==> src/rtl/core/qdp_pkg.sv <==
// Shared types, constants and helper function of the quantized dot-product block.
package qdp_pkg;

    // Width of the block integer sum as carried to the float unit (covers 256-element blocks)
    localparam int FSUM_W = 24;

    // Weight format codes
    localparam logic FMT_Q8_0 = 1'b0;
    localparam logic FMT_Q4_0 = 1'b1;

    localparam logic [31:0] F32_QNAN = 32'h7FC0_0000;

    // Block close request from the merge stage to the float unit
    typedef struct packed {
        logic                     start;
        logic signed [FSUM_W-1:0] sum;
        logic [15:0]              ws;
        logic [31:0]              as_bits;
        logic                     last;
    } qdp_close_t;

    // Row result from the float unit
    typedef struct packed {
        logic        valid;
        logic [31:0] data;
    } qdp_res_t;

    // Leading-zero count of a 52-bit word (52 when the word is zero)
    function automatic logic [5:0] lzc52(input logic [51:0] v);
        logic [5:0] n;
        logic       found;
        n     = 6'd52;
        found = 1'b0;
        for (int i = 51; i >= 0; i--) begin
            if (!found && v[i]) begin
                n     = 6'(51 - i);
                found = 1'b1;
            end
        end
        return n;
    endfunction

endpackage

==> src/rtl/core/qdp_lane.sv <==
// One lane: weight decode and signed weight times activation product.
module qdp_lane (
    input  logic               fmt,
    input  logic [7:0]         w_code,
    input  logic [7:0]         a_code,
    output logic signed [15:0] prod
);
    import qdp_pkg::*;

    logic signed [8:0]  w_val;
    logic signed [16:0] prod_full;

    // Q4_0: low nibble minus eight; Q8_0: signed byte
    assign w_val = (fmt == FMT_Q4_0) ? ($signed({5'd0, w_code[3:0]}) - 9'sd8)
                                     : $signed({w_code[7], w_code});
    assign prod_full = w_val * $signed(a_code);
    assign prod      = prod_full[15:0];

endmodule

==> config.mk <==
export PLATFORM = sky130hd
export DESIGN_NAME = qdp_lane
export DESIGN_NICKNAME = d
export VERILOG_FILES = /design/src/rtl/core/qdp_pkg.sv /design/src/rtl/core/qdp_lane.sv
export SDC_FILE = /design/constraint.sdc
export NUM_CORES = 1
export LEC_CHECK = 0
export BUFFER_PORTS_ARGS = -buffer_cell sky130_fd_sc_hd__buf_2
export CORE_MARGIN = 10
export CORE_UTILIZATION = 40
export DETAILED_ROUTE_END_ITERATION = 7
export PLACE_DENSITY = 0.66
export SYNTH_ARGS = -nofsm -noshare
export SYNTH_HDL_FRONTEND = slang
export SYNTH_SLANG_ARGS = --single-unit
==> constraint.sdc <==
create_clock -name vclk -period 7.3
set_input_delay 1.46 -clock vclk [all_inputs]
set_output_delay 1.46 -clock vclk [all_outputs]
set_load 0.005 [all_outputs]
==> run_summary.xml, run 1 <==
<?xml version="1.0" encoding="UTF-8"?>
<metrics>
  <group name="drt">
    <metric name="first_iter_violations" unit="">66</metric>
    <metric name="detailed_routing_iteration_count_for_the_pre_antenna_repair_pass" unit="">4</metric>
    <metric name="vias_per_cell" unit="">4.78</metric>
    <metric name="wl" unit="microns">5410</metric>
    <metric name="antenna_violating_nets_post_route" unit="">0</metric>
    <metric name="detailed_route_wire_length_per_cell" unit="microns">12.7</metric>
    <metric name="drc" unit="">0</metric>
    <metric name="dr_total_vias" unit="">2036</metric>
  </group>
  <group name="worst_setup_path">
    <metric name="worstSetupEndpointType" unit="">primary output</metric>
    <metric name="crit_path_max_fanout" unit="">8</metric>
    <metric name="critPathMostFrequentCell" unit="">sky130_fd_sc_hd__fa_1</metric>
    <metric name="worst-endpoint-required" unit="ps">5840</metric>
    <metric name="timing_worst_setup_path_type" unit="">primary input to primary output</metric>
    <metric name="startpoint_type_of_the_worst_setup_path" unit="">primary input</metric>
    <metric name="timing.critical_path.slowest_stage_cell" unit="">sky130_fd_sc_hd__fa_1</metric>
    <metric name="cp-startpoint" unit="">fmt</metric>
    <metric name="critical_path_arrival" unit="ps">5660</metric>
    <metric name="critical_path.cell_chain" unit="">buf_4 -&gt; nand2b_4 -&gt; o21ai_1 -&gt; buf_4 -&gt; and2_1 -&gt; fa_1 -&gt; inv_1 -&gt; fa_1 -&gt; fa_1 -&gt; fa_1 -&gt; inv_1 -&gt; ha_1 -&gt; buf_4 -&gt; a21oi_1 -&gt; o21bai_1 -&gt; a21oi_1 -&gt; o41ai_2 -&gt; xnor2_1 -&gt; buf_2</metric>
    <metric name="slowest_delay" unit="ps">540</metric>
  </group>
  <group name="grt">
    <metric name="global_route.overflow_total" unit="">0</metric>
    <metric name="first_global_vias" unit="">2084</metric>
    <metric name="antenna_found_initial" unit="">0</metric>
    <metric name="grt_first_pass_wirelength" unit="microns">9190</metric>
    <metric name="grt_use_total" unit="">0.105</metric>
    <metric name="grt_max_degree" unit="">9</metric>
  </group>
  <group name="timing">
    <metric name="finalHoldViolations" unit="">0</metric>
    <metric name="timing.max_slew.rel_slack" unit="">0.735</metric>
    <metric name="max_freq" unit="MHz">140</metric>
    <metric name="maxSlewViolCount" unit="">0</metric>
    <metric name="final.min_clock_period" unit="ps">7120</metric>
    <metric name="worst_hold_slack" unit="ps">3320</metric>
    <metric name="timing_worst_slew_pin_value" unit="ps">397</metric>
    <metric name="finalCritPeriodShare" unit="">0.976</metric>
    <metric name="setup_failing_eps_final" unit="">0</metric>
  </group>
  <group name="hold_path">
    <metric name="timing.hold.worst.start" unit="">a_code[0]</metric>
    <metric name="worstHoldEndpoint" unit="">prod[0]</metric>
    <metric name="hold_path_depth" unit="">3</metric>
    <metric name="timing.hold.worst.class" unit="">primary input to primary output</metric>
  </group>
  <group name="layout">
    <metric name="proportion_of_layout_cells_with_a_drive_suffix_above_1" unit="">0.212</metric>
    <metric name="num-clock-buffers" unit="">0</metric>
    <metric name="layout.filler_cells" unit="">620</metric>
    <metric name="syn2layout_area_growth" unit="%">20.9</metric>
    <metric name="design.seq.count" unit="">0</metric>
    <metric name="mostFrequentLayoutCell" unit="">sky130_fd_sc_hd__inv_1</metric>
    <metric name="antenna_cells" unit="">0</metric>
    <metric name="final_cell_mix" unit="">89 x sky130_fd_sc_hd__inv_1, 56 x sky130_fd_sc_hd__fa_1, 38 x sky130_fd_sc_hd__and2_1</metric>
    <metric name="seqCellArea" unit="sq um">0</metric>
    <metric name="final_nets" unit="">452</metric>
    <metric name="post-route-cell-area" unit="sq um">3130</metric>
  </group>
  <group name="clock_network">
    <metric name="holdBufCountCts" unit="">0</metric>
    <metric name="cts.repair_timing.setup_buffer_count" unit="">0</metric>
  </group>
  <group name="die">
    <metric name="rows" unit="">29</metric>
    <metric name="std_cell_core_area" unit="sq um">6310</metric>
    <metric name="floorplan.initialDensity" unit="">0.410</metric>
    <metric name="chipHeight" unit="microns">100</metric>
    <metric name="floorplan.die_area" unit="sq um">10100</metric>
    <metric name="top_level_ports" unit="">33</metric>
    <metric name="die_width" unit="microns">100</metric>
  </group>
  <group name="synthesis">
    <metric name="synth_top_cell_by_area" unit="">sky130_fd_sc_hd__fa_1</metric>
    <metric name="synthesized_net_count" unit="">398</metric>
    <metric name="mappedNetlistArea" unit="sq um">2590</metric>
    <metric name="synth_area_per_cell" unit="sq um">8.71</metric>
    <metric name="netlist.area_leader.share" unit="">0.433</metric>
    <metric name="synth.distinct_cells" unit="">31</metric>
    <metric name="netlist_instances" unit="">297</metric>
    <metric name="synth.top_cells.by_area" unit="">sky130_fd_sc_hd__fa_1 43%, sky130_fd_sc_hd__ha_1 14%, sky130_fd_sc_hd__inv_1 13%</metric>
    <metric name="sequential_area_share_after_synthesis" unit="">0</metric>
    <metric name="synthesis_warnings" unit="">0</metric>
  </group>
  <group name="placed_design">
    <metric name="place_area" unit="sq um">2990</metric>
    <metric name="hpwl" unit="microns">4770</metric>
    <metric name="port_buffers" unit="">33</metric>
    <metric name="gp_routability_congestion" unit="">0.793</metric>
  </group>
  <group name="power">
    <metric name="internal_power" unit="uW">656</metric>
    <metric name="sw_frac_of_total" unit="">0.495</metric>
    <metric name="pwr_density_cell" unit="nW/um^2">416</metric>
    <metric name="portion_of_total_power_attributed_to_combinational_logic" unit="">1.000</metric>
    <metric name="leakage_power_figure" unit="uW">0.00161</metric>
    <metric name="switching_power" unit="uW">644</metric>
    <metric name="clockPowerShare" unit="">0</metric>
    <metric name="max-vdd-ir-drop" unit="V">0.000539</metric>
    <metric name="pwr-share-seq" unit="">0</metric>
  </group>
  <group name="outcome">
    <metric name="run_status" unit="">completed</metric>
  </group>
  <group name="job">
    <metric name="max_cap_violations" unit="">0</metric>
  </group>
</metrics>
[synthesized netlist by cell type (all sizes together) (2+ instances only)]
cell type  count
o21ai          8
xor2           4
o21a           2
fa            56
inv           89
xnor2         13
and2          38
or2            2
nand2b         2
nor2          11
a21oi          5
ha            28
nand2         23
[metrics by stage]
| stage | utilization | TNS, ps | setup slack (ps) | total power, uW | instances |
|---|---|---|---|---|---|
| 2_1_floorplan | - | 0 | 361 | 792 | 297 |
| 6_report | 0.495 | 0 | 176 | 1300 | 426 |
| 5_1_grt | 0.495 | -86.1 | -37.1 | 1490 | 426 |
| 3_5_place_dp | 0.474 | 0 | 7.11 | 1230 | 426 |
| 3_3_place_gp | 0.474 | 0 | 7.23 | 1210 | 426 |
| 4_1_cts | 0.475 | 0 | 5.17 | 1240 | 426 |
[critical path: cells and delay by family]
kind,cells,cell delay [ps]
buffers and inverters,6,720
XOR/XNOR,1,160
AO/OA/AOI/OAI,5,670
adder cells (fa/ha/maj),5,2350
AND/OR/NAND/NOR,2,300
[area by class of cell]
class,count,area (sq um),area share
inverter,89,334,0.107
tap,77,96.3,0.0308
multi-input combinational,208,2380,0.762
timing repair buffer,52,313,0.100
[how the worst max path moves through the flow]
stage	end	slack, ps	depth (start not counted)
after global routing	prod[14]	-40	20
final	prod[15]	180	19
after global placement	prod[14]	7	17
after CTS	prod[14]	5	15
after detailed placement	prod[14]	7	23
after floorplan	prod[14]	360	12
[routing by layer]
| metal | wire length (microns) | share of wire | global-route usage |
|---|---|---|---|
| met5 | 0 | 0 | 0 |
| met4 | 0 | 0 | 0 |
| met3 | 141 | 0.026 | 0.00481 |
| met2 | 3030 | 0.56 | 0.193 |
| met1 | 2240 | 0.41 | 0.139 |
[logic make-up after synthesis]
logic type,share of synthesized area
buffers and inverters,0.129
adder cells (fa/ha/maj),0.569
AND/OR/NAND/NOR,0.165
AO/OA/AOI/OAI,0.0755
XOR/XNOR,0.0576
multiplexers,0.00387
[what timing repair did]
action | 4_1_cts | 5_1_grt
pin swaps | 0 | 6
gates resized for setup | 2 | 23
endpoints found under the setup margin | 2 | 5
endpoints found under the hold margin | 0 | 0
[power by group through the flow]
stage               logic, uW  clock network (uW)  registers [uW]
CTS                      1240                   0               0
detailed placement       1230                   0               0
finish                   1300                   0               0
global route             1490                   0               0
floorplan                 792                   0               0
global placement         1210                   0               0
(Power assumes the default switching activity.)
==> inputs of run 2 (changes only) <==
--- a/config.mk
+++ b/config.mk
@@ -8,2 +8,4 @@
 export BUFFER_PORTS_ARGS = -buffer_cell sky130_fd_sc_hd__buf_2
+export CAP_MARGIN = 0
+export CORE_ASPECT_RATIO = 0.7
 export CORE_MARGIN = 10
==> constraint.sdc (replaced) <==
create_clock -name vclk -period 7.3
set_input_delay 1.46 -clock vclk [all_inputs]
set_output_delay 1.46 -clock vclk [all_outputs]
set_load 0.02 [all_outputs]
==> run 2 against run 1 <==
Against the previous run: first-iteration DRC count shrank 35%; critical path depth shrank 1; final cell count grew 1.9%; fmax shrank 0.59%; non-clock buffer count grew 7; highest routed layer is now met4.
==> run_summary.xml, run 2 (synthesis results as in run 1) <==
<?xml version="1.0" encoding="UTF-8"?>
<metrics>
  <group name="outcome">
    <metric name="run_status" unit="">completed</metric>
  </group>
  <group name="layout">
    <metric name="proportion_of_layout_cells_with_a_drive_suffix_above_1" unit="">0.253</metric>
    <metric name="num-clock-buffers" unit="">0</metric>
    <metric name="final_cell_mix" unit="">87 x sky130_fd_sc_hd__inv_1, 54 x sky130_fd_sc_hd__fa_1, 37 x sky130_fd_sc_hd__and2_1</metric>
    <metric name="mostFrequentLayoutCell" unit="">sky130_fd_sc_hd__inv_1</metric>
    <metric name="fin_cells" unit="">434</metric>
    <metric name="design.seq.count" unit="">0</metric>
    <metric name="post-route-cell-area" unit="sq um">3180</metric>
    <metric name="seqCellArea" unit="sq um">0</metric>
    <metric name="final_nets" unit="">459</metric>
    <metric name="antenna_cells" unit="">0</metric>
    <metric name="syn2layout_area_growth" unit="%">22.9</metric>
  </group>
  <group name="job">
    <metric name="max_cap_violations" unit="">0</metric>
  </group>
  <group name="placed_design">
    <metric name="gp_routability_congestion" unit="">0.869</metric>
    <metric name="placed_cells" unit="">431</metric>
    <metric name="place_area" unit="sq um">3020</metric>
    <metric name="hpwl" unit="microns">4990</metric>
    <metric name="port_buffers" unit="">33</metric>
    <metric name="place_worst_setup_slack" unit="ps">-17.5</metric>
  </group>
  <group name="die">
    <metric name="rows" unit="">24</metric>
    <metric name="floorplan.initialDensity" unit="">0.414</metric>
    <metric name="floorplan.die_area" unit="sq um">10100</metric>
    <metric name="die_width" unit="microns">116</metric>
    <metric name="chipHeight" unit="microns">87.3</metric>
    <metric name="std_cell_core_area" unit="sq um">6250</metric>
    <metric name="top_level_ports" unit="">33</metric>
  </group>
  <group name="timing">
    <metric name="max_freq" unit="MHz">140</metric>
    <metric name="finalHoldViolations" unit="">0</metric>
    <metric name="rsz0062_at_grt" unit="">true</metric>
    <metric name="finalCritPeriodShare" unit="">0.982</metric>
    <metric name="maxSlewViolCount" unit="">0</metric>
    <metric name="fin_ws" unit="ps">133</metric>
    <metric name="setup_failing_eps_final" unit="">0</metric>
    <metric name="timing.max_slew.rel_slack" unit="">0.768</metric>
    <metric name="timing_worst_slew_pin_value" unit="ps">349</metric>
    <metric name="final.min_clock_period" unit="ps">7170</metric>
  </group>
  <group name="drt">
    <metric name="detailed_routing_iteration_count_for_the_pre_antenna_repair_pass" unit="">4</metric>
    <metric name="antenna_violating_nets_post_route" unit="">0</metric>
    <metric name="drc" unit="">0</metric>
    <metric name="vias_per_cell" unit="">4.55</metric>
    <metric name="first_iter_violations" unit="">43</metric>
    <metric name="dr_total_vias" unit="">1973</metric>
    <metric name="detailed_route_wire_length_per_cell" unit="microns">12.9</metric>
    <metric name="wl" unit="microns">5580</metric>
  </group>
  <group name="worst_setup_path">
    <metric name="worst-endpoint-required" unit="ps">5840</metric>
    <metric name="crit_path_max_fanout" unit="">7</metric>
    <metric name="timing.critical_path.slowest_stage_cell" unit="">sky130_fd_sc_hd__fa_1</metric>
    <metric name="cp-startpoint" unit="">w_code[3]</metric>
    <metric name="worstSetupEndpointType" unit="">primary output</metric>
    <metric name="critical_path.cell_chain" unit="">buf_2 -&gt; nand2b_4 -&gt; buf_4 -&gt; o21ai_4 -&gt; nand2_1 -&gt; fa_1 -&gt; inv_1 -&gt; fa_1 -&gt; fa_1 -&gt; inv_1 -&gt; fa_1 -&gt; inv_1 -&gt; ha_1 -&gt; nor4_2 -&gt; a31oi_2 -&gt; buf_4 -&gt; a211o_1 -&gt; buf_4</metric>
    <metric name="timing_worst_setup_path_type" unit="">primary input to primary output</metric>
    <metric name="slowest_delay" unit="ps">560</metric>
    <metric name="critical_path_arrival" unit="ps">5710</metric>
    <metric name="startpoint_type_of_the_worst_setup_path" unit="">primary input</metric>
    <metric name="critPathMostFrequentCell" unit="">sky130_fd_sc_hd__fa_1</metric>
  </group>
  <group name="grt">
    <metric name="grt_first_pass_wirelength" unit="microns">9850</metric>
    <metric name="global_route.overflow_total" unit="">0</metric>
    <metric name="first_global_vias" unit="">2094</metric>
    <metric name="grt_use_total" unit="">0.116</metric>
    <metric name="grt_max_degree" unit="">9</metric>
    <metric name="antenna_found_initial" unit="">0</metric>
  </group>
  <group name="clock_network">
    <metric name="holdBufCountCts" unit="">0</metric>
  </group>
  <group name="hold_path">
    <metric name="timing.hold.worst.class" unit="">primary input to primary output</metric>
    <metric name="timing.hold.worst.start" unit="">w_code[0]</metric>
  </group>
</metrics>
run 2: path summary, 6_finish.rpt:
path | endpoint | slack (ps) | depth (start not counted)
setup / recovery | prod[14] | 130 | 18
hold / removal | prod[0] | 3350 | 3
run 2: layout make-up:
cell class	count	area, sq um
Tap cell	78	97.6
Timing Repair Buffer	59	373
Fill cell	603	3070
Inverter	89	334
Multi-Input combinational cell	208	2370
run 2: through the flow:
step,util,TNS [ps],hold slack [ps]
after floorplan,-,0,3100
after global placement,0.484,-20.6,3350
after detailed placement,0.484,-17.5,3350
after CTS,0.486,0,3360
after global routing,0.509,-136,3390
final,0.509,0,3350
run 2: timing repair:
item,CTS,global route
gates resized for setup,4,30
endpoints found under the setup margin,3,7
buffers inserted,0,3
endpoints found under the hold margin,0,0
gates cloned,0,0
pin swaps,1,15
run 2: critical path, delay by kind of cell:
kind	cells	cell delay [ps]
AO/OA/AOI/OAI	3	510
adder cells (fa/ha/maj)	5	2420
buffers and inverters	7	750
AND/OR/NAND/NOR	3	580
run 2: layer usage:
layer	share of wire	global-route usage	vias to the layer above
li1	-	-	994
met5	0	0	-
met3	0.038	0.00964	2
met1	0.54	0.182	953
met2	0.42	0.175	24
met4	0.0029	0.00227	0
Power of run 2 is left out: the tool's default activity adds up to more than one toggle a clock period on the data nets, which glitch-free logic cannot reach.
