### src/rtl/core/qdp_pkg.sv
// Shared types, constants and helper function of the quantized dot-product block.
package qdp_pkg;

    // Width of the block integer sum as carried to the float unit (covers 256-element blocks)
    localparam int FSUM_W = 24;

    // Weight format codes
    localparam logic FMT_Q8_0 = 1'b0;
    localparam logic FMT_Q4_0 = 1'b1;

    localparam logic [31:0] F32_QNAN = 32'h7FC0_0000;

    // Block close request from the merge stage to the float unit
    typedef struct packed {
        logic                     start;
        logic signed [FSUM_W-1:0] sum;
        logic [15:0]              ws;
        logic [31:0]              as_bits;
        logic                     last;
    } qdp_close_t;

    // Row result from the float unit
    typedef struct packed {
        logic        valid;
        logic [31:0] data;
    } qdp_res_t;

    // Leading-zero count of a 52-bit word (52 when the word is zero)
    function automatic logic [5:0] lzc52(input logic [51:0] v);
        logic [5:0] n;
        logic       found;
        n     = 6'd52;
        found = 1'b0;
        for (int i = 51; i >= 0; i--) begin
            if (!found && v[i]) begin
                n     = 6'(51 - i);
                found = 1'b1;
            end
        end
        return n;
    endfunction

endpackage

### src/rtl/core/qdp_fpu.sv
// Float unit: block scale product and fused multiply-add into the row accumulator.
module qdp_fpu (
    input  logic                clk,
    input  logic                rst_n,
    input  qdp_pkg::qdp_close_t req,
    input  logic                res_take,
    output logic                busy,
    output qdp_pkg::qdp_res_t   res
);
    import qdp_pkg::*;

    typedef enum logic [8:0] {
        ST_IDLE  = 9'b000000001,
        ST_SMUL  = 9'b000000010,
        ST_RNORM = 9'b000000100,
        ST_RPACK = 9'b000001000,
        ST_PMUL  = 9'b000010000,
        ST_PNORM = 9'b000100000,
        ST_ALIGN = 9'b001000000,
        ST_ADD   = 9'b010000000,
        ST_DONE  = 9'b100000000
    } fpu_state_t;

    fpu_state_t               state_reg, state_next;
    logic signed [FSUM_W-1:0] sum_reg, sum_next;
    logic [15:0]              ws_reg, ws_next;
    logic [31:0]              as_reg, as_next;
    logic                     last_reg, last_next;
    logic [31:0]              scale_reg, scale_next;
    logic [31:0]              acc_reg, acc_next;
    logic [51:0]              rm_reg, rm_next;
    logic signed [10:0]       rx_reg, rx_next;
    logic                     rsg_reg, rsg_next;
    logic                     phase_reg, phase_next;
    logic signed [10:0]       sh_reg, sh_next;
    logic signed [10:0]       eb_reg, eb_next;
    logic [47:0]              mp_reg, mp_next;
    logic [47:0]              ma_reg, ma_next;
    logic signed [10:0]       ep_reg, ep_next;
    logic signed [10:0]       tp_reg, tp_next;
    logic signed [10:0]       ta_reg, ta_next;
    logic                     sp_reg, sp_next;
    logic                     pz_reg, pz_next;
    logic                     az_reg, az_next;
    logic [51:0]              xb_reg, xb_next;
    logic [51:0]              xs_reg, xs_next;
    logic signed [10:0]       tb_reg, tb_next;
    logic                     bsg_reg, bsg_next;
    logic                     sub_reg, sub_next;

    // Operand decode
    logic [4:0]         h_exp;
    logic [9:0]         h_man;
    logic [7:0]         f_exp, c_exp, a_exp;
    logic [22:0]        f_man, c_man, a_man;
    logic               h_nan, h_inf, h_zero, f_nan, f_inf, f_zero;
    logic               c_nan, c_inf, c_zero, a_nan, a_inf, a_zero;
    logic [10:0]        h_sig;
    logic [23:0]        f_sig, c_sig, a_sig;
    logic signed [10:0] h_eff, f_eff, c_eff, a_eff;
    logic [23:0]        sum_mag;
    logic [34:0]        s_prod;
    logic [47:0]        p_prod;
    logic               fin_idle;

    assign h_exp  = ws_reg[14:10];
    assign h_man  = ws_reg[9:0];
    assign f_exp  = as_reg[30:23];
    assign f_man  = as_reg[22:0];
    assign c_exp  = scale_reg[30:23];
    assign c_man  = scale_reg[22:0];
    assign a_exp  = acc_reg[30:23];
    assign a_man  = acc_reg[22:0];
    assign h_nan  = (h_exp == 5'h1F) && (h_man != 10'd0);
    assign h_inf  = (h_exp == 5'h1F) && (h_man == 10'd0);
    assign h_zero = (h_exp == 5'd0) && (h_man == 10'd0);
    assign f_nan  = (f_exp == 8'hFF) && (f_man != 23'd0);
    assign f_inf  = (f_exp == 8'hFF) && (f_man == 23'd0);
    assign f_zero = (f_exp == 8'd0) && (f_man == 23'd0);
    assign c_nan  = (c_exp == 8'hFF) && (c_man != 23'd0);
    assign c_inf  = (c_exp == 8'hFF) && (c_man == 23'd0);
    assign c_zero = (c_exp == 8'd0) && (c_man == 23'd0);
    assign a_nan  = (a_exp == 8'hFF) && (a_man != 23'd0);
    assign a_inf  = (a_exp == 8'hFF) && (a_man == 23'd0);
    assign a_zero = (a_exp == 8'd0) && (a_man == 23'd0);
    assign h_sig  = {h_exp != 5'd0, h_man};
    assign f_sig  = {f_exp != 8'd0, f_man};
    assign c_sig  = {c_exp != 8'd0, c_man};
    assign a_sig  = {a_exp != 8'd0, a_man};
    assign h_eff  = (h_exp == 5'd0) ? 11'sd1 : $signed({6'd0, h_exp});
    assign f_eff  = (f_exp == 8'd0) ? 11'sd1 : $signed({3'd0, f_exp});
    assign c_eff  = (c_exp == 8'd0) ? 11'sd1 : $signed({3'd0, c_exp});
    assign a_eff  = (a_exp == 8'd0) ? 11'sd1 : $signed({3'd0, a_exp});
    assign sum_mag = sum_reg[FSUM_W-1] ? 24'(-sum_reg) : 24'(sum_reg);
    assign s_prod  = h_sig * f_sig;
    assign p_prod  = sum_mag * c_sig;

    // Operand normalization (PNORM)
    logic [5:0]         lzp, lza;
    logic [47:0]        a_sig48;
    logic signed [10:0] tp_calc, ta_calc;

    assign a_sig48 = {24'd0, a_sig};
    assign lzp     = lzc52({mp_reg, 4'd0});
    assign lza     = lzc52({a_sig48, 4'd0});
    assign tp_calc = ep_reg + 11'sd47 - $signed({5'd0, lzp});
    assign ta_calc = a_eff - 11'sd103 - $signed({5'd0, lza});

    // Alignment (ALIGN)
    logic               bigp;
    logic signed [10:0] d_exp;
    logic [47:0]        m_big, m_small;
    logic [51:0]        xs_full, xs_calc;
    logic [5:0]         dsh;

    assign bigp    = az_reg || (tp_reg > ta_reg) || ((tp_reg == ta_reg) && (mp_reg >= ma_reg));
    assign m_big   = bigp ? mp_reg : ma_reg;
    assign m_small = bigp ? ma_reg : mp_reg;
    assign d_exp   = bigp ? (tp_reg - ta_reg) : (ta_reg - tp_reg);
    assign xs_full = {1'b0, m_small, 3'd0};
    assign dsh     = d_exp[5:0];

    always_comb begin
        if (az_reg) begin
            xs_calc = '0;
        end else if (d_exp >= 11'sd52) begin
            xs_calc = 52'd1;
        end else begin
            xs_calc = (xs_full >> dsh)
                    | 52'((xs_full & ((52'd1 << dsh) - 52'd1)) != 52'd0);
        end
    end

    // Rounding: find the leading one (RNORM), shift and round (RPACK)
    logic [5:0]         lz_r;
    logic signed [10:0] q_pos, eu;
    logic [5:0]         shu;
    logic [25:0]        mr, mrr;
    logic               g_bit, st_bit;
    logic [33:0]        tot;
    logic [31:0]        pack_bits;

    assign lz_r  = lzc52(rm_reg);
    assign q_pos = 11'sd51 - $signed({5'd0, lz_r});
    assign eu    = rx_reg + q_pos;

    always_comb begin
        if (sh_reg <= 11'sd0) begin
            shu    = 6'(-sh_reg);
            mr     = 26'(rm_reg << shu);
            g_bit  = 1'b0;
            st_bit = 1'b0;
        end else if (sh_reg >= 11'sd53) begin
            shu    = 6'd0;
            mr     = '0;
            g_bit  = 1'b0;
            st_bit = (rm_reg != 52'd0);
        end else begin
            shu    = sh_reg[5:0];
            mr     = 26'(rm_reg >> shu);
            g_bit  = rm_reg[shu - 6'd1];
            st_bit = ((rm_reg & ((52'd1 << (shu - 6'd1)) - 52'd1)) != 52'd0);
        end
        mrr = mr + 26'(g_bit & (st_bit | mr[0]));
        tot = {eb_reg, 23'd0} + {8'd0, mrr};
        if (rm_reg == 52'd0) begin
            pack_bits = {rsg_reg, 31'd0};
        end else if (tot[33:23] >= 11'd255) begin
            pack_bits = {rsg_reg, 8'hFF, 23'd0};
        end else begin
            pack_bits = {rsg_reg, tot[30:0]};
        end
    end

    assign fin_idle = !last_reg;

    always_comb begin
        state_next = state_reg;
        sum_next   = sum_reg;
        ws_next    = ws_reg;
        as_next    = as_reg;
        last_next  = last_reg;
        scale_next = scale_reg;
        acc_next   = acc_reg;
        rm_next    = rm_reg;
        rx_next    = rx_reg;
        rsg_next   = rsg_reg;
        phase_next = phase_reg;
        sh_next    = sh_reg;
        eb_next    = eb_reg;
        mp_next    = mp_reg;
        ma_next    = ma_reg;
        ep_next    = ep_reg;
        tp_next    = tp_reg;
        ta_next    = ta_reg;
        sp_next    = sp_reg;
        pz_next    = pz_reg;
        az_next    = az_reg;
        xb_next    = xb_reg;
        xs_next    = xs_reg;
        tb_next    = tb_reg;
        bsg_next   = bsg_reg;
        sub_next   = sub_reg;
        case (state_reg)
            ST_IDLE: begin
                if (req.start) begin
                    sum_next   = req.sum;
                    ws_next    = req.ws;
                    as_next    = req.as_bits;
                    last_next  = req.last;
                    state_next = ST_SMUL;
                end
            end
            ST_SMUL: begin
                if (h_nan || f_nan || (h_inf && f_zero) || (f_inf && h_zero)) begin
                    scale_next = F32_QNAN;
                    state_next = ST_PMUL;
                end else if (h_inf || f_inf) begin
                    scale_next = {ws_reg[15] ^ as_reg[31], 8'hFF, 23'd0};
                    state_next = ST_PMUL;
                end else begin
                    rm_next    = {17'd0, s_prod};
                    rx_next    = h_eff + f_eff - 11'sd175;
                    rsg_next   = ws_reg[15] ^ as_reg[31];
                    phase_next = 1'b0;
                    state_next = ST_RNORM;
                end
            end
            ST_RNORM: begin
                if (eu >= -11'sd126) begin
                    sh_next = q_pos - 11'sd23;
                    eb_next = eu + 11'sd126;
                end else begin
                    sh_next = -11'sd149 - rx_reg;
                    eb_next = 11'sd0;
                end
                state_next = ST_RPACK;
            end
            ST_RPACK: begin
                if (!phase_reg) begin
                    scale_next = pack_bits;
                    state_next = ST_PMUL;
                end else begin
                    acc_next   = pack_bits;
                    state_next = fin_idle ? ST_IDLE : ST_DONE;
                end
            end
            ST_PMUL: begin
                sp_next = sum_reg[FSUM_W-1] ^ scale_reg[31];
                if (c_nan || a_nan) begin
                    acc_next   = F32_QNAN;
                    state_next = fin_idle ? ST_IDLE : ST_DONE;
                end else if (c_inf) begin
                    if ((sum_reg == '0) || (a_inf && (acc_reg[31] != sp_next))) begin
                        acc_next = F32_QNAN;
                    end else begin
                        acc_next = {sp_next, 8'hFF, 23'd0};
                    end
                    state_next = fin_idle ? ST_IDLE : ST_DONE;
                end else if (a_inf) begin
                    state_next = fin_idle ? ST_IDLE : ST_DONE;
                end else begin
                    mp_next    = p_prod;
                    ep_next    = c_eff - 11'sd150;
                    pz_next    = (sum_reg == '0) || c_zero;
                    state_next = ST_PNORM;
                end
            end
            ST_PNORM: begin
                if (pz_reg) begin
                    // Zero product: keep the accumulator; both zero gives -0 only if both negative
                    if (a_zero) begin
                        acc_next = {sp_reg & acc_reg[31], 31'd0};
                    end
                    state_next = fin_idle ? ST_IDLE : ST_DONE;
                end else begin
                    mp_next    = mp_reg << lzp;
                    tp_next    = tp_calc;
                    ma_next    = a_sig48 << lza;
                    ta_next    = ta_calc;
                    az_next    = a_zero;
                    state_next = ST_ALIGN;
                end
            end
            ST_ALIGN: begin
                xb_next    = {1'b0, m_big, 3'd0};
                xs_next    = xs_calc;
                tb_next    = bigp ? tp_reg : ta_reg;
                bsg_next   = bigp ? sp_reg : acc_reg[31];
                sub_next   = sp_reg ^ acc_reg[31];
                state_next = ST_ADD;
            end
            ST_ADD: begin
                rm_next    = sub_reg ? (xb_reg - xs_reg) : (xb_reg + xs_reg);
                rx_next    = tb_reg - 11'sd50;
                rsg_next   = (rm_next == 52'd0) ? 1'b0 : bsg_reg;
                phase_next = 1'b1;
                state_next = ST_RNORM;
            end
            ST_DONE: begin
                if (res_take) begin
                    acc_next   = 32'd0;
                    state_next = ST_IDLE;
                end
            end
            default: begin
                state_next = ST_IDLE;
            end
        endcase
    end

    always_ff @(posedge clk or negedge rst_n) begin
        if (!rst_n) begin
            state_reg <= ST_IDLE;
            acc_reg   <= 32'd0;
        end else begin
            state_reg <= state_next;
            acc_reg   <= acc_next;
        end
    end

    always_ff @(posedge clk) begin
        sum_reg   <= sum_next;
        ws_reg    <= ws_next;
        as_reg    <= as_next;
        last_reg  <= last_next;
        scale_reg <= scale_next;
        rm_reg    <= rm_next;
        rx_reg    <= rx_next;
        rsg_reg   <= rsg_next;
        phase_reg <= phase_next;
        sh_reg    <= sh_next;
        eb_reg    <= eb_next;
        mp_reg    <= mp_next;
        ma_reg    <= ma_next;
        ep_reg    <= ep_next;
        tp_reg    <= tp_next;
        ta_reg    <= ta_next;
        sp_reg    <= sp_next;
        pz_reg    <= pz_next;
        az_reg    <= az_next;
        xb_reg    <= xb_next;
        xs_reg    <= xs_next;
        tb_reg    <= tb_next;
        bsg_reg   <= bsg_next;
        sub_reg   <= sub_next;
    end

    assign busy      = (state_reg != ST_IDLE);
    assign res.valid = (state_reg == ST_DONE);
    assign res.data  = acc_reg;

endmodule

### config.mk
export PLATFORM = sky130hd
export DESIGN_NAME = qdp_fpu
export DESIGN_NICKNAME = d
export VERILOG_FILES = /design/src/rtl/core/qdp_pkg.sv /design/src/rtl/core/qdp_fpu.sv
export SDC_FILE = /design/constraint.sdc
export NUM_CORES = 2
export LEC_CHECK = 0
export ABC_AREA = 1
export BUFFER_PORTS_ARGS = -buffer_cell sky130_fd_sc_hd__buf_2
export CAP_MARGIN = 25
export CORE_MARGIN = 5
export CORE_UTILIZATION = 50
export DETAILED_ROUTE_END_ITERATION = 10
export PLACE_DENSITY = 0.66
export SLEW_MARGIN = 30
export SYNTH_ARGS = -nofsm -noshare
export SYNTH_HDL_FRONTEND = slang
export SYNTH_SLANG_ARGS = --single-unit
### constraint.sdc
create_clock -name clk -period 11.3 [get_ports clk]
set_input_delay 1.13 -clock clk [delete_from_list [all_inputs] [get_ports clk]]
set_output_delay 1.13 -clock clk [all_outputs]
set_load 0.02 [all_outputs]
==> results.py <==
metrics = {
    "placement": {
        "gp_congestion": 0.9886,
        "hpwl_um": 208500,
        "port_buffers": 110,
        "dpl_cell_area_um2": 72330,
    },
    "clocking": {
        "clockBufferDepth": 3,
        "htreeDepth": 2,
        "post_cts.repair.setup_buffers": 0,
        "cts_root_buf": "clkbuf_16",
        "clkLatencyLatePin_ns": 0.74,
        "cts_tree": "yes",
        "hold_buffers": 0,
        "cts_buffers": 56,
        "cts_sinks": 474,
        "cts.clk_slew.worst_paths_ns": 0.07,
    },
    "grt": {
        "antenna_found_initial": 2,
        "grt_pass1_wl_um": 390000,
        "grt_usage_pct": 34.35,
        "grt_start_max_net_pins": 131,
        "overflow": 0,
        "grt_pass1_vias": 64462,
    },
    "die": {
        "fp.coreArea_um2": 139200,
        "die_area_um2": 147500,
        "dieWidth_um": 384.0,
        "start_util_pct": 50.25,
        "io_pins": 111,
        "num_rows": 137,
        "fp.dieH_um": 384.0,
    },
    "sta": {
        "fin_crit_sh_pct": 90.56,
        "tightest_slew_ns": 1.053,
        "period_minus_slack_ns": 10.23,
        "timing.fmax_mhz": 97.72,
        "slew_viol_final": 0,
        "hold_viol_final": 0,
        "setup_viol": 0,
        "max_slew_margin_pct": 29.17,
        "clock-skew-final_ns": 0.1361,
        "rsz0062_at_grt": "false",
        "setup-tns-final_ns": 0,
    },
    "detailed_routing": {
        "wire_per_inst_um": 22.25,
        "drtAntennaViolNets": 0,
        "drt_iter0_markers": 6753,
        "dr.pass1.iters": 8,
        "vias_per_cell": 5.731,
        "num_vias": 66090,
        "wirelength_um": 256600,
        "drcViolationCount": 0,
    },
    "final_layout": {
        "fin_area_um2": 74360,
        "syn2layout_area_growth_pct": 6.324,
        "fin_nets": 10845,
        "drive_gt1_share_pct": 5.303,
        "fill_cells": 13903,
        "largest_reg_flops": 52,
    },
    "yosys": {
        "netlist_top_cells_area": "fa_1 (20%), edfxtp_1 (19%), nand2_1 (12%)",
        "syn_area_um2": 69940,
        "yosysMostFrequentCell": "nand2_1",
        "synth_edf_count": 433,
        "seq_area_frac_synth_pct": 20.06,
        "syn_avg_cell_area_um2": 7.209,
        "ys.flop_type": "edfxtp_1",
        "syn_inst": 9701,
        "yosys.area.top_type_share_pct": 19.67,
        "yosys_warnings": 0,
        "synth_top_cell_by_area": "fa_1",
        "synth.distinct_cells": 80,
        "yosys-top-cells-count": "nand2_1 (2284), inv_1 (1691), nor2_1 (905)",
        "async_flop_share_pct": 8.650,
        "synth-seq-cells": 474,
    },
    "setup_path": {
        "critPathLaunchType": "register",
        "slowest_delay_ns": 0.56,
        "path_class": "register to register",
        "r2r-start": "sum_reg[0]",
        "worstPathArrival_ns": 10.73,
        "r2r_end": "mp_reg[44]",
        "reg2regPathDepth": 51,
        "crit_path_top_delay_cell": "fa_1",
        "crit_top_cell": "nand2_1",
        "worst_ep_required_time_ns": 11.80,
        "cp-end-kind": "register",
        "rrSetupSlack_ns": 1.07,
        "critPathMaxFanout": 24,
    },
    "flow_run": {
        "drv_cap": 0,
    },
    "worst_hold_path": {
        "min_path_type": "input pin to asynchronous set/reset pin",
    },
    "run_status": {
        "status": "finished clean",
    },
}
[area by class of cell]
cell class / count / area, um2 / share of cell area, %
Multi-Input combinational cell: 7101 / 47910 / 64.43
Clock inverter: 39 / 466.7 / 0.6276
Tap cell: 1876 / 2347 / 3.157
Timing Repair Buffer: 240 / 1602 / 2.154
Antenna cell: 2 / 5.005 / 0.006731
Sequential cell: 474 / 14030 / 18.87
Clock buffer: 67 / 1493 / 2.007
Inverter: 1734 / 6509 / 8.753
[placed cells by master (no fill, tap or decap), drive strengths merged, types with 21 or more instances in the layout]
cell type     n
edfxtp      433
o221ai       26
a31oi        37
nor4         51
buf         240
o31ai        24
conb         24
nand2      2295
nor3        109
a211oi       24
or2          57
xnor2        38
o21bai       21
nand3       501
ha          474
nor2        944
nand4       134
o22ai        61
clkbuf       67
mux2i        51
o21ai       828
o211ai       40
clkinv       42
a21oi       412
dfrtp        40
inv        1716
fa          687
xor2        114
[metrics by stage]
stage	setup WS (ns)	instances	util, %	hold slack [ns]
finish	1.066	11533	53.42	0.4878
global route	0.06626	11531	53.42	0.5164
CTS	0.7076	11528	53.37	0.4590
detailed placement	0.6088	11422	51.97	0.5016
global placement	0.5977	11416	51.89	0.4992
floorplan	1.682	9724	-	0.4304
[cells by family after synthesis]
kind of cell	after synthesis	share of synthesized area [%]
and+or+nand+nor	4121	24.68
buffers and inverters	2149	11.73
AOI/OAI and AO/OA	1592	12.73
adders and majority gates	1161	28.15
DFF	474	20.06
xor gates and xnor gates	152	1.914
muxes	51	0.7299
other	1	0.005362
[critical path, delay by kind of cell, from the launching register on]
kind            cells  cell delay [ns]
compound gates     11             1.68
fa+ha+maj           9             4.29
buf+inv            11             1.38
flops               1             0.39
simple gates       20             2.35
[worst max-delay path by stage]
stage,startpoint,to,slack [ns]
floorplan,sum_reg[0],mp_reg[44],1.68
global placement,sum_reg[2],mp_reg[44],0.60
detailed placement,sum_reg[2],mp_reg[44],0.61
CTS,sum_reg[2],mp_reg[44],0.71
global route,sum_reg[2],mp_reg[44],0.07
finish,sum_reg[0],mp_reg[44],1.07
[what timing repair did]
action	4_1_cts	5_1_grt
endpoints found under the setup margin	0	3
endpoints found under the hold margin	0	0
gates resized for setup	0	7
[routing by layer]
metal / global-route usage, % / wire length [um]
met1: 45.30 / 104400
met2: 55.60 / 116800
met3: 5.684 / 21170
met4: 15.68 / 14240
met5: 0 / 0
Power is not shown: default switching activity piles up to over one toggle a cycle in this logic, so the estimate is an artifact.
