`src/rtl/core/qdp_pkg.sv`:
```
// Shared types, constants and helper function of the quantized dot-product block.
package qdp_pkg;

    // Width of the block integer sum as carried to the float unit (covers 256-element blocks)
    localparam int FSUM_W = 24;

    // Weight format codes
    localparam logic FMT_Q8_0 = 1'b0;
    localparam logic FMT_Q4_0 = 1'b1;

    localparam logic [31:0] F32_QNAN = 32'h7FC0_0000;

    // Block close request from the merge stage to the float unit
    typedef struct packed {
        logic                     start;
        logic signed [FSUM_W-1:0] sum;
        logic [15:0]              ws;
        logic [31:0]              as_bits;
        logic                     last;
    } qdp_close_t;

    // Row result from the float unit
    typedef struct packed {
        logic        valid;
        logic [31:0] data;
    } qdp_res_t;

    // Leading-zero count of a 52-bit word (52 when the word is zero)
    function automatic logic [5:0] lzc52(input logic [51:0] v);
        logic [5:0] n;
        logic       found;
        n     = 6'd52;
        found = 1'b0;
        for (int i = 51; i >= 0; i--) begin
            if (!found && v[i]) begin
                n     = 6'(51 - i);
                found = 1'b1;
            end
        end
        return n;
    endfunction

endpackage

```
`src/rtl/core/qdp_merge.sv`:
```
// Merge stage: sum the lane products, accumulate the block sum, close blocks.
module qdp_merge #(
    parameter int LANES       = 8,
    parameter int BLOCK_ELEMS = 32
) (
    input  logic               clk,
    input  logic               rst_n,
    input  logic               accept,
    input  logic signed [15:0] lane_prod [LANES],
    input  logic [15:0]        weight_scale,
    input  logic [31:0]        act_scale,
    input  logic               row_end,
    output qdp_pkg::qdp_close_t req
);
    import qdp_pkg::*;

    localparam int PER_BLOCK = (BLOCK_ELEMS / LANES < 1) ? 1 : BLOCK_ELEMS / LANES;
    localparam int CNT_W     = $clog2(PER_BLOCK + 1);
    localparam int SUM_W     = 16 + $clog2(BLOCK_ELEMS);
    localparam int ISUM_W    = 16 + $clog2(LANES);

    logic signed [ISUM_W-1:0] item_sum;
    logic signed [SUM_W-1:0]  blk_sum;
    logic signed [SUM_W-1:0]  blk_reg, blk_next;
    logic [CNT_W-1:0]         cnt_reg, cnt_next;
    logic                     close;
    qdp_close_t               req_reg, req_next;

    always_comb begin
        item_sum = '0;
        for (int l = 0; l < LANES; l++) begin
            item_sum = item_sum + ISUM_W'(lane_prod[l]);
        end
    end

    assign blk_sum = blk_reg + SUM_W'(item_sum);
    assign close   = (cnt_reg == CNT_W'(PER_BLOCK - 1)) || row_end;

    always_comb begin
        blk_next      = blk_reg;
        cnt_next      = cnt_reg;
        req_next      = req_reg;
        req_next.start = 1'b0;
        if (accept) begin
            if (close) begin
                blk_next         = '0;
                cnt_next         = '0;
                req_next.start   = 1'b1;
                req_next.sum     = FSUM_W'(blk_sum);
                req_next.ws      = weight_scale;
                req_next.as_bits = act_scale;
                req_next.last    = row_end;
            end else begin
                blk_next = blk_sum;
                cnt_next = cnt_reg + CNT_W'(1);
            end
        end
    end

    always_ff @(posedge clk or negedge rst_n) begin
        if (!rst_n) begin
            blk_reg <= '0;
            cnt_reg <= '0;
            req_reg <= '0;
        end else begin
            blk_reg <= blk_next;
            cnt_reg <= cnt_next;
            req_reg <= req_next;
        end
    end

    assign req = req_reg;

endmodule

```
`config.mk`:
```
export PLATFORM = sky130hd
export DESIGN_NAME = qdp_merge
export DESIGN_NICKNAME = d
export VERILOG_FILES = /design/src/rtl/core/qdp_pkg.sv /design/src/rtl/core/qdp_merge.sv
export SDC_FILE = /design/constraint.sdc
export NUM_CORES = 1
export LEC_CHECK = 0
export BUFFER_PORTS_ARGS = -buffer_cell sky130_fd_sc_hd__buf_2
export CAP_MARGIN = 20
export CORE_MARGIN = 10
export CORE_UTILIZATION = 45
export DETAILED_ROUTE_END_ITERATION = 7
export PLACE_DENSITY = 0.73
export RECOVER_POWER = 100
export SLEW_MARGIN = 20
export SYNTH_ARGS = -nofsm -noshare
export SYNTH_HDL_FRONTEND = slang
export SYNTH_SLANG_ARGS = --single-unit
```
`constraint.sdc`:
```
create_clock -name clk -period 5 [get_ports clk]
set_input_delay 1 -clock clk [delete_from_list [all_inputs] [get_ports clk]]
set_output_delay 1 -clock clk [all_outputs]
set_load 0.1 [all_outputs]
```
==> results.txt, run 1 <==
The total I/O pin count came out at approximately 250. The post-synthesis instance area is ~7600 um^2. The critical path goes through buf_2 > inv_1 > fa_1 > inv_1 > fa_1 > fa_1 > inv_1 > fa_1 > inv_1 > ha_1 > a211oi_1 > o21ai_2 > o2111ai_2 > a21oi_1 > o21a_1 > o32ai_1. The normalized max-slew margin is -123%. Clock tree synthesis selected as its root buffer the cell clkbuf_16. The insertion delay of the later-clocked pin in the worst-skew pair came out at ~350 ps. The worst reg-to-reg setup slack came out at a little over 600 ps. Compared with the post-synthesis result, the final layout area differs by 23.2%. The flip-flop and latch count after synthesis is 95. In the final routed layout, each cell accounts on average for 15.5 um. The repair_antennas step left the layout with diodes totalling 0. The share of synthesized flip-flops with an asynchronous set or reset came out at between 90% and 100%.

Yosys attributes the largest share of cell area to fa_1 (33%), dfrtp_1 (31%), nand2_1 (9.3%), inv_1 (8.8%), ha_1 (4.1%). Input and output buffers added on the ports amount to ~250. The top-area cell type share of the netlist area came out at 33.0%. Wires add up to 19300 um.

STA puts the critical path data arrival time at 5070 ps. Counting along the longest clock path gives a buffer depth of 2. The number of buffers added to fix hold violations after cts is 0. At the pin with the least slew margin, the transition time is about 3300 ps. The flow ran to the end, but the final reports show violations.

The CTS sink count is 95. The global routing stage identified its most utilized layer as met2. The setup fix buffers added after clock tree synthesis is 0. The hold-critical path endpoint is req[51]$_DFFE_PN0P_. The total placed cells including tap cells came out at 1231.

The number of nets with antenna violations after routing is 0. The share of the cycle needed by the critical path after routing came out at between 90 and 100%. The path class of the tightest hold or removal check is register to register.

The DRC violations left came out at 0. The dominant register cell in the synthesized netlist is dfrtp_1. The worst setup path is captured at a register. The final cell count without fillers is ~1200. The number of maximum-capacitance constraint violations is 2. The number of buffers created by CTS is 9. The total nets after synthesis is about 1100. The startpoint class of the critical path is a primary input. The maximum fanout along the worst path came out at 4. Counting instances, the worst hold path has a depth of 2. The filler cell count in the final layout came out at between 1500 and 2000. The largest net degree at the start of global routing came out at 86.

Dividing the detail-routed via count by the number of cells gives about 4.7. The total number of vias came out at between 5000 and 6000. The clock-pin slew of the registers on the worst-case setup and hold paths came out at ~70 ps.

The sequential area share after synthesis is a little under a third. fa_1 takes more of the synthesized area than any other cell. The maximum achievable frequency is 207 MHz. Setup repair after global routing left no endpoint under its margin. The fraction of final layout cells with drive strength greater than 1 is 20.9%. The average cell area after synthesis is ~9.9 um^2.

The synthesized instance count came out at ~760. The global placement routability congestion came out at roughly 0.83. Counting instances in the post-synthesis netlist gives the leading cell types as nand2_1 (188), inv_1 (177), fa_1 (125), dfrtp_1 (95), ha_1 (25). The die is approximately 150 um tall. The first-pass GRT wire length is approximately 32000 um. The number of rows in the core area came out at between 40 and 50.

The path type of the worst setup path is primary input to register. The required time of the worst setup path came out at between 5000 and 6000 ps. The net count of the finished layout is approximately 1400.

The met1 layer usage reported by global route is about 22%. The synthesized netlist contains 44 unique library cells. The minimum clock period after layout is 4840 ps. Global routing used 4.74% of the available met3 tracks.

The via count of the first global-routing pass came to between 6000 and 7000. The endpoint of the lowest-slack register-to-register path is req[69]$_DFFE_PN0P_. The overall track demand over capacity in global routing came out at between 15 and 20%. Summed over all layers, the global routing overflow is 0.

The largest individual stage delay along the critical path comes from the cell fa_1. The hold violation total from the final report is 0. Once the floorplan was initialized, standard cells occupied between 40% and 50% of the core. The final reports fail on max-capacitance violations, max-slew violations. The met2 layer usage reported by global route came out at 30.8%. In this run the number of H-tree levels came out at 3. The most common cell in the netlist is nand2_1.

For this run, the number of Yosys warnings is 0. The number of cell instances on the worst register-to-register path is 14. TritonCTS built the clock tree.

The combined area of the multi-input logic cells is 4460 um^2. The detailed-routing iteration count for the pre-antenna-repair pass is 4. The standard cell core area is between 15000 and 20000 um^2. The flip-flop count of the largest register, all copies and words added came out at 71.

The number of antenna violations at the first check in global routing is 0. The sequential cell area came out at between 2000 and 2500 um^2. Summed over all nets, the half-perimeter wirelength after detailed placement is between 15000 and 20000 um. Yosys mapped a number of flops with a built-in enable equal to 0. The die area came out at about 22000 um^2. The number of endpoints failing setup at the final stage came out at 0. The worst hold path begins at req[51]$_DFFE_PN0P_.

The count of routing violations after the opening detailed-route iteration is around 250. For the final database, setup skew stands at about 10 ps. The launch point of the worst reg-to-reg path is blk_reg[2]$_DFFE_PN0P_. The critical path's largest stage delay came out at 560 ps. The die span in x came out at approximately 150 um. The max-slew violation count is 149.
kinds of logic after synthesis:
group           Yosys count  share of synthesized area, %
mux                       1                         0.132
compound gates           87                          8.04
fa+ha+maj               150                          37.1
xor+xnor                 20                          2.31
simple gates            211                          11.0
flops                    95                          31.4
buf+inv                 200                          10.0
critical path: cells and delay by family:
kind,cells,cell delay (ps)
buf+inv,5,290
compound gates,6,1380
fa+ha+maj,5,2400
repair_timing:
item                       CTS  global route
resized for setup            0             4
setup endpoints to repair    0             9
hold endpoints to repair     0             0
worst max path at each step:
stage / cells past startpoint / endpoint / start / slack [ps]
2_1_floorplan: 15 / req[69]$_DFFE_PN0P_ / lane_prod[3] / 70
3_3_place_gp: 16 / req[69]$_DFFE_PN0P_ / lane_prod[3] / -200
3_5_place_dp: 16 / blk_reg[17]$_DFFE_PN0P_ / lane_prod[3] / -250
4_1_cts: 16 / blk_reg[19]$_DFFE_PN0P_ / lane_prod[3] / 100
5_1_grt: 17 / req[62]$_DFFE_PN0P_ / lane_prod[3] / 20
6_report: 16 / blk_reg[19]$_DFFE_PN0P_ / lane_prod[3] / 160
stage by stage:
step           utilization [%]  setup TNS (ps)  setup WS [ps]  hold WS, ps  cell area (um^2)
6_report                  56.5               0            161          473              9340
5_1_grt                   56.5               0           19.9          483              9340
4_1_cts                   57.2               0           99.9          473              9450
3_5_place_dp              55.5           -2640           -251          456              9160
3_3_place_gp              55.5           -2180           -203          452              9160
2_1_floorplan                -               0           66.8          457              7580
final cells by class:
type,instances,area share (%)
inverter,178,7.15
multi-input combinational,469,47.7
sequential,95,25.5
timing repair buffer,269,13.7
clock buffer,12,2.75
tap,220,2.95
clock inverter,4,0.308
routing by layer:
| layer | wire [um] | part of all wire (%) |
|---|---|---|
| met5 | 0 | 0 |
| met4 | 257 | 1.3 |
| met3 | 1220 | 6.3 |
| met2 | 10200 | 53 |
| met1 | 7670 | 40 |
layout by cell type (no fill, tap or decap), types with 2 or more instances in the layout:
cell type and count:
clkbuf_16 9, xnor2_1 16, inv_1 177, or3_1 2
clkinvlp_4 2, buf_4 11, o21a_1 2, a21oi_1 16
o2bb2ai_1 13, clkbuf_1 82, nor3_1 3, o31ai_1 5
o21ai_0 18, o21ai_2 2, dfrtp_1 95, o32ai_1 3
o21ai_1 2, nand2_1 188, ha_1 25, xor2_1 4
a31oi_1 3, nand3_1 5, nor2_1 5, fa_1 124
a21o_1 3, o211ai_1 2, a22o_1 5, clkbuf_2 2
nand4_1 2, clkbuf_8 2, a211oi_1 2, o211ai_2 2
buf_2 174
Power of run 1 is not shown: default switching activity piles up to over one toggle a cycle in this logic, so the estimate is an artifact.
==> inputs of run 2 (changes only) <==
- CTS_BUF_LIST: default -> sky130_fd_sc_hd__clkbuf_8
==> run 2 against run 1 <==
  * The flow still finishes with violations (max-capacitance violations, max-slew violations)
  * Utilization shrank 0.64 points
  * Maximum frequency shrank 0.15%
  * Critical path depth is the same
  * Count of clock-buffer cells in the layout shrank 1
  * Non-clock buffer count is the same
  * Global-route usage shrank 0.084 points
  * Sequential share of layout area grew 0.29 points
  * Register-to-register slack lost 30 ps
  * Die area is the same
  * Critical path type unchanged
  * Largest cell class unchanged
==> results.txt, run 2 (synthesized netlist as in run 1, its figures left out) <==
Run status: finished with violations (unchanged). Violations in the final reports: max-capacitance violations, max-slew violations (unchanged). The standard cell core area came to 16500 um^2 (unchanged).

The detailed-routing iteration count for the pre-antenna-repair pass came out at 4 (unchanged). The normalized max-slew margin came to -123% (about the same). The sum of net half-perimeters after detailed placement was 16100 um (unchanged).

The number of levels in the clock H-tree was 3 (unchanged). The CTS sink count came out at 95 (unchanged). The height of the chip is 150 um (unchanged). The path type of the worst setup path is primary input to register (unchanged). The insertion delay of the later-clocked pin in the worst-skew pair was 360 ps (was 350 ps). The number of rows in the core area is 47 (unchanged). The global placement routability congestion came out at 0.827 (unchanged). The startpoint class of the critical path is a primary input (unchanged). The number of buffers created by CTS is 9 (unchanged). The combined area of the multi-input logic cells is 4450 um^2 (was 4460 um^2). Commonest non-fill, non-tap cells in the layout: nand2_1 (188), inv_1 (179), buf_2 (175), fa_1 (124), dfrtp_1 (95) (was nand2_1 (188), inv_1 (177), buf_2 (174), fa_1 (124), dfrtp_1 (95)).

The die area is 22400 um^2 (unchanged). The count of port buffers added during placement was 253 (unchanged). The number of nets with antenna violations after routing is 0 (unchanged). The cell area reported after detailed placement was 9160 um^2 (unchanged). The largest net degree at the start of global routing came out at 86 (unchanged). The maximum fanout along the worst path is 4 (unchanged). The clock-pin slew of the registers on the worst-case setup and hold paths is 90 ps (was 70 ps).

The DRC violations left is 0 (unchanged). The CTS root buffer was clkbuf_8 (was clkbuf_16). The sequential cell area is 2380 um^2 (unchanged). The flip-flop count of the largest register, all copies and words added is 71 (unchanged).

The total congestion overflow came out at 0 (unchanged). The total I/O pin count came out at 254 (unchanged). The final instance area is 9240 um^2 (was 9340 um^2). The filler cell count in the final layout came out at 1556 (was 1543). The number of antenna violations at the first check in global routing came to 0 (unchanged).

The detailed-route vias per instance came to 4.67 (was 4.68). The number of endpoints failing setup at the final stage was 0 (unchanged). The number of cells upsized or downsized after cts came to 0 (unchanged). The transition time at the pin with the least slew margin is 3340 ps (about the same). The maximum achievable frequency is 206 MHz (was 207 MHz). The capturing element type of the critical path is a register (unchanged). The number of buffers added to fix hold violations after cts is 0 (unchanged). The total number of vias came out at 5823 (was 5833). The overall track demand over capacity in global routing came to 17.8% (was 17.9%). The routed wire length per instance is 15.5 um (about the same). The leading cell type in the layout, fill and taps excluded was nand2_1 (unchanged).

The final wirelength is 19300 um (about the same). The post-route worst hold slack came out at 479 ps (was 473 ps). The starting utilization of the core area was 45.9% (unchanged). The via count of the first global-routing pass is 6364 (was 6378). The max-slew violation count is 119 (was 149). The setup skew after layout is 13.3 ps (was 9.84 ps).

The required time of the worst setup path came to 5250 ps (was 5230 ps). The total inserted antenna cells is 0 (unchanged). The final-stage net count is 1352 (unchanged). The die span in x is 150 um (unchanged). The number of buffers on the longest clock path came to 2 (unchanged). The arrival time at the worst endpoint is 5090 ps (was 5070 ps).

The final cell utilization of the core came to 55.9% (was 56.5%). The share of the cycle needed by the critical path after routing came out at 96.9% (was 96.8%). The setup fix buffers added after clock tree synthesis is 0 (unchanged). The hold violation total from the final report is 0 (unchanged). The first-pass GRT wire length is 32300 um (was 32400 um).

The TritonCTS clock tree is yes (unchanged). The area growth from synthesis to final layout came out at 21.8% (was 23.2%). The minimum clock period after layout is 4850 ps (was 4840 ps). The path class of the lowest-slack min-delay path is register to register (unchanged). The count of routing violations after the opening detailed-route iteration came to 259 (was 249). The number of maximum-capacitance constraint violations is 2 (unchanged). The fraction of final layout cells with drive strength greater than 1 came out at 20.7% (was 20.9%).
## run 2: worst paths after layout
| kind | end | cells past startpoint | slack, ps | start |
|---|---|---|---|---|
| setup reg to reg | req[69]$_DFFE_PN0P_ | 14 | 590 | blk_reg[2]$_DFFE_PN0P_ |
| max in group asynchronous | req[5]$_DFFE_PN0P_ | 2 | 1000 | rst_n |
| setup / recovery | blk_reg[19]$_DFFE_PN0P_ | 16 | 150 | lane_prod[3] |
| hold reg to reg | req[51]$_DFFE_PN0P_ | 2 | 480 | req[51]$_DFFE_PN0P_ |
| min in group asynchronous | req[73]$_DFF_PN0_ | 1 | 1730 | rst_n |
| hold / removal | req[51]$_DFFE_PN0P_ | 2 | 480 | req[51]$_DFFE_PN0P_ |
## run 2: stage by stage
step	setup slack, ps	TNS [ps]	instances
3_3_place_gp	-203	-2180	1231
6_report	153	0	1247
2_1_floorplan	66.8	0	764
3_5_place_dp	-251	-2640	1231
5_1_grt	-1.06	-1.06	1247
4_1_cts	132	0	1247
## run 2: area by class of cell
| type | count | share of cell area (%) |
|---|---|---|
| multi-input cells | 469 | 48.2 |
| well taps | 220 | 2.98 |
| repair buffers | 269 | 13.8 |
| inverters | 178 | 7.23 |
| clock inverters | 5 | 0.352 |
| clock buffers | 11 | 1.64 |
| flip-flops and latches | 95 | 25.7 |
## run 2: per-layer routing
metal / vias to the layer above / global-route usage [%] / routed length (um) / share of wire (%)
li1: 2808 / - / - / -
met1: 2862 / 22.0 / 7800 / 40
met2: 145 / 30.8 / 10200 / 53
met3: 8 / 4.68 / 1110 / 5.8
met4: 0 / 3.55 / 174 / 0.90
met5: - / 0 / 0 / 0
## run 2: critical path, cell delays in order
cell       delay [ps]
buf_2              70
inv_1              40
fa_1              530
inv_1              50
fa_1              460
fa_1              560
inv_1              60
fa_1              540
inv_1              70
ha_1              310
a211oi_1          290
o21ai_1           230
o2111ai_2         270
a21oi_1           140
o21a_1            200
o32ai_1           270
Power of run 2 is left out for the same reason.
==> inputs of run 3 (changes only) <==
- CORE_UTILIZATION: 45 -> 53
- PLACE_DENSITY: 0.73 -> 0.83
==> run 3 against run 2 <==
  * The run still ends with max-capacitance violations, max-slew violations left
  * Largest cell class unchanged
  * Highest routed layer unchanged
  * Count of clock-buffer cells in the layout is 2 lower
  * Maximum frequency is 1.5% higher
  * Sequential cell count stayed put
  * Cell area about the same
  * Register-to-register slack about the same
  * Via count increased by 1.7%
==> results.txt, run 3 (synthesized netlist as in run 1, its figures left out) <==
The path class of the lowest-slack min-delay path is register to register (unchanged). The CTS root buffer was clkbuf_8 (unchanged). The count of port buffers added during placement came out at 253 (unchanged).

The capturing element type of the critical path was a register (unchanged). The total inserted antenna cells was 0 (unchanged). The gate family responsible for the most delay along the worst path was adder cells (unchanged).

The number of rows in the core area is 43 (was 47). The leading cell type in the layout, fill and taps excluded was nand2_1 (unchanged). The setup skew after layout was 8.03 ps (was 13.3 ps). Run status: finished with violations (unchanged). The total congestion overflow came out at 0 (unchanged). The source of the worst hold timing path is req[20]$_DFFE_PN0P_ (was req[51]$_DFFE_PN0P_). The total number of vias came to 5920 (was 5823). Ordered cell list for the critical path: clkbuf_1 > fa_1 > fa_1 > inv_1 > fa_1 > fa_1 > inv_1 > ha_1 > fa_2 > a211oi_4 > o211ai_2 > a41oi_2 > nor4_1 > or3_1 > a31oi_1 (was buf_2 > inv_1 > fa_1 > inv_1 > fa_1 > fa_1 > inv_1 > fa_1 > inv_1 > ha_1 > a211oi_1 > o21ai_1 > o2111ai_2 > a21oi_1 > o21a_1 > o32ai_1). The count of routing violations after the opening detailed-route iteration is 369 (was 259).

The number of buffers added to fix hold violations after cts was 0 (unchanged). Commonest non-fill, non-tap cells in the layout: nand2_1 (188), inv_1 (178), buf_2 (175), fa_1 (124), dfrtp_1 (95) (was nand2_1 (188), inv_1 (179), buf_2 (175), fa_1 (124), dfrtp_1 (95)). The number of levels in the clock H-tree came out at 3 (unchanged). The flip-flop count of the largest register, all copies and words added came out at 71 (unchanged).

The met1 layer usage reported by global route came to 23.2% (was 22.0%). The detailed-route vias per instance came out at 4.91 (was 4.67). The TritonCTS clock tree is yes (unchanged). The DRC violations left is 0 (unchanged). The total placed cells including tap cells was 1189 (was 1231). The number of buffers and inverters on the critical path came out at 3 (was 5). The number of buffers created by CTS is 9 (unchanged). The overall track demand over capacity in global routing came out at 19.9% (was 17.8%). The die area is 19500 um^2 (was 22400 um^2). The final-stage net count was 1351 (was 1352).

The height of the chip is 140 um (was 150 um). The total I/O pin count came out at 254 (unchanged). The die span in x came out at 140 um (was 150 um). The first-pass GRT wire length came out at 32100 um (was 32300 um). The CTS sink count is 95 (unchanged).

The clock-pin slew of the registers on the worst-case setup and hold paths is 90 ps (about the same). The area growth from synthesis to final layout came out at 21.9% (was 21.8%). The layer with the highest usage after global routing is met2 (unchanged).

The global placement routability congestion is 0.864 (was 0.827). The maximum achievable frequency is 209 MHz (was 206 MHz). The number of antenna violations at the first check in global routing was 0 (unchanged). The fraction of final layout cells with drive strength greater than 1 is 21.2% (was 20.7%). Violations in the final reports: max-capacitance violations, max-slew violations (unchanged). The number of cells on the worst hold path is 2 (unchanged). The path type of the worst setup path is primary input to register (unchanged). The final cell count without fillers was 1206 (was 1247). The cell type of the slowest stage on the worst timing path is fa_1 (unchanged). The required time of the worst setup path was 5270 ps (was 5250 ps). The arrival time at the worst endpoint came to 5050 ps (was 5090 ps). The critical path's largest stage delay is 510 ps (was 560 ps). The share of the cycle needed by the critical path after routing came out at 95.5% (was 96.9%).

The via count of the first global-routing pass is 6496 (was 6364). The starting utilization of the core area came out at 54.4% (was 45.9%). The hold-critical path endpoint is req[20]$_DFFE_PN0P_ (was req[51]$_DFFE_PN0P_). The hold violation total from the final report came out at 0 (unchanged). The launch point of the worst reg-to-reg path is blk_reg[2]$_DFFE_PN0P_ (unchanged).

The final wirelength is 19500 um (was 19300 um). The max-slew violation count came out at 117 (was 119). The met3 usage in global routing came out at 3.91% (was 4.68%). The startpoint class of the critical path is a primary input (unchanged). The filler cell count in the final layout came out at 1198 (was 1556).

The minimum clock period after layout came out at 4780 ps (was 4850 ps). The routed wire length per instance came to 16.1 um (was 15.5 um). The standard cell core area came to 13900 um^2 (was 16500 um^2). The sum of net half-perimeters after detailed placement came out at 16300 um (was 16100 um). The met2 layer usage reported by global route came out at 36.9% (was 30.8%).

The number of nets with antenna violations after routing is 0 (unchanged). The detailed-routing iteration count for the pre-antenna-repair pass came out at 4 (unchanged). The number of maximum-capacitance constraint violations came to 2 (unchanged). The normalized max-slew margin was -116% (was -123%). The transition time at the pin with the least slew margin came out at 3240 ps (was 3340 ps).

The maximum fanout along the worst path came to 3 (was 4). The number of endpoints failing setup at the final stage came out at 0 (unchanged). The most numerous cell type found on the critical path is fa_1. The endpoint of the lowest-slack register-to-register path is req[69]$_DFFE_PN0P_ (unchanged). The insertion delay of the later-clocked pin in the worst-skew pair came to 360 ps (about the same).

The number of buffers on the longest clock path is 2 (unchanged). The largest net degree at the start of global routing is 86 (unchanged). The worst reg-to-reg setup slack is 580 ps (was 590 ps).

The number of cell instances on the worst register-to-register path is 14 (unchanged).
==> run 3: how the worst max path moves through the flow <==
stage                        from                       to  slack (ps)  cells past startpoint
finish              lane_prod[98]      req[69]$_DFFE_PN0P_         220                     15
global route        lane_prod[98]  blk_reg[18]$_DFFE_PN0P_          -9                     15
CTS                  lane_prod[3]      req[69]$_DFFE_PN0P_         130                     16
detailed placement   lane_prod[3]      req[69]$_DFFE_PN0P_        -230                     16
global placement     lane_prod[3]      req[69]$_DFFE_PN0P_        -200                     16
floorplan            lane_prod[3]      req[69]$_DFFE_PN0P_          70                     15
==> run 3: layout make-up <==
| class | count | area (um^2) | area share (%) |
|---|---|---|---|
| clock inverters | 7 | 101 | 1.10 |
| multi-input cells | 469 | 4470 | 48.3 |
| flip-flops and latches | 95 | 2380 | 25.7 |
| inverters | 178 | 668 | 7.23 |
| well taps | 180 | 225 | 2.44 |
| clock buffers | 9 | 124 | 1.34 |
| repair buffers | 268 | 1280 | 13.8 |
==> run 3: stage by stage <==
stage	worst slack (ps)	instance area (um^2)	hold WS [ps]	utilization (%)	TNS [ps]
after floorplan	66.8	7580	457	-	0
after global placement	-196	9100	453	65.3	-1900
after detailed placement	-228	9100	458	65.3	-2650
after CTS	127	9320	481	66.9	0
after global routing	-9.21	9240	506	66.3	-9.21
final	224	9240	479	66.3	0
==> run 3: tightest hold or removal path, delay by kind of cell (launching register included) <==
kind	cells	cell delay, ps
AND/OR/NAND/NOR	2	100
flip-flops	1	350
==> run 3: repair_timing <==
item	4_1_cts	5_1_grt
buffers inserted	0	1
gates resized for setup	0	5
setup endpoints to repair	0	12
==> run 3: routing by layer <==
| metal | wire, um | vias to the layer above |
|---|---|---|
| met5 | 0 | - |
| met4 | 164 | 0 |
| met3 | 1010 | 13 |
| met2 | 10800 | 154 |
| met1 | 7480 | 2951 |
| li1 | - | 2802 |
Power of run 3 is left out for the same reason.
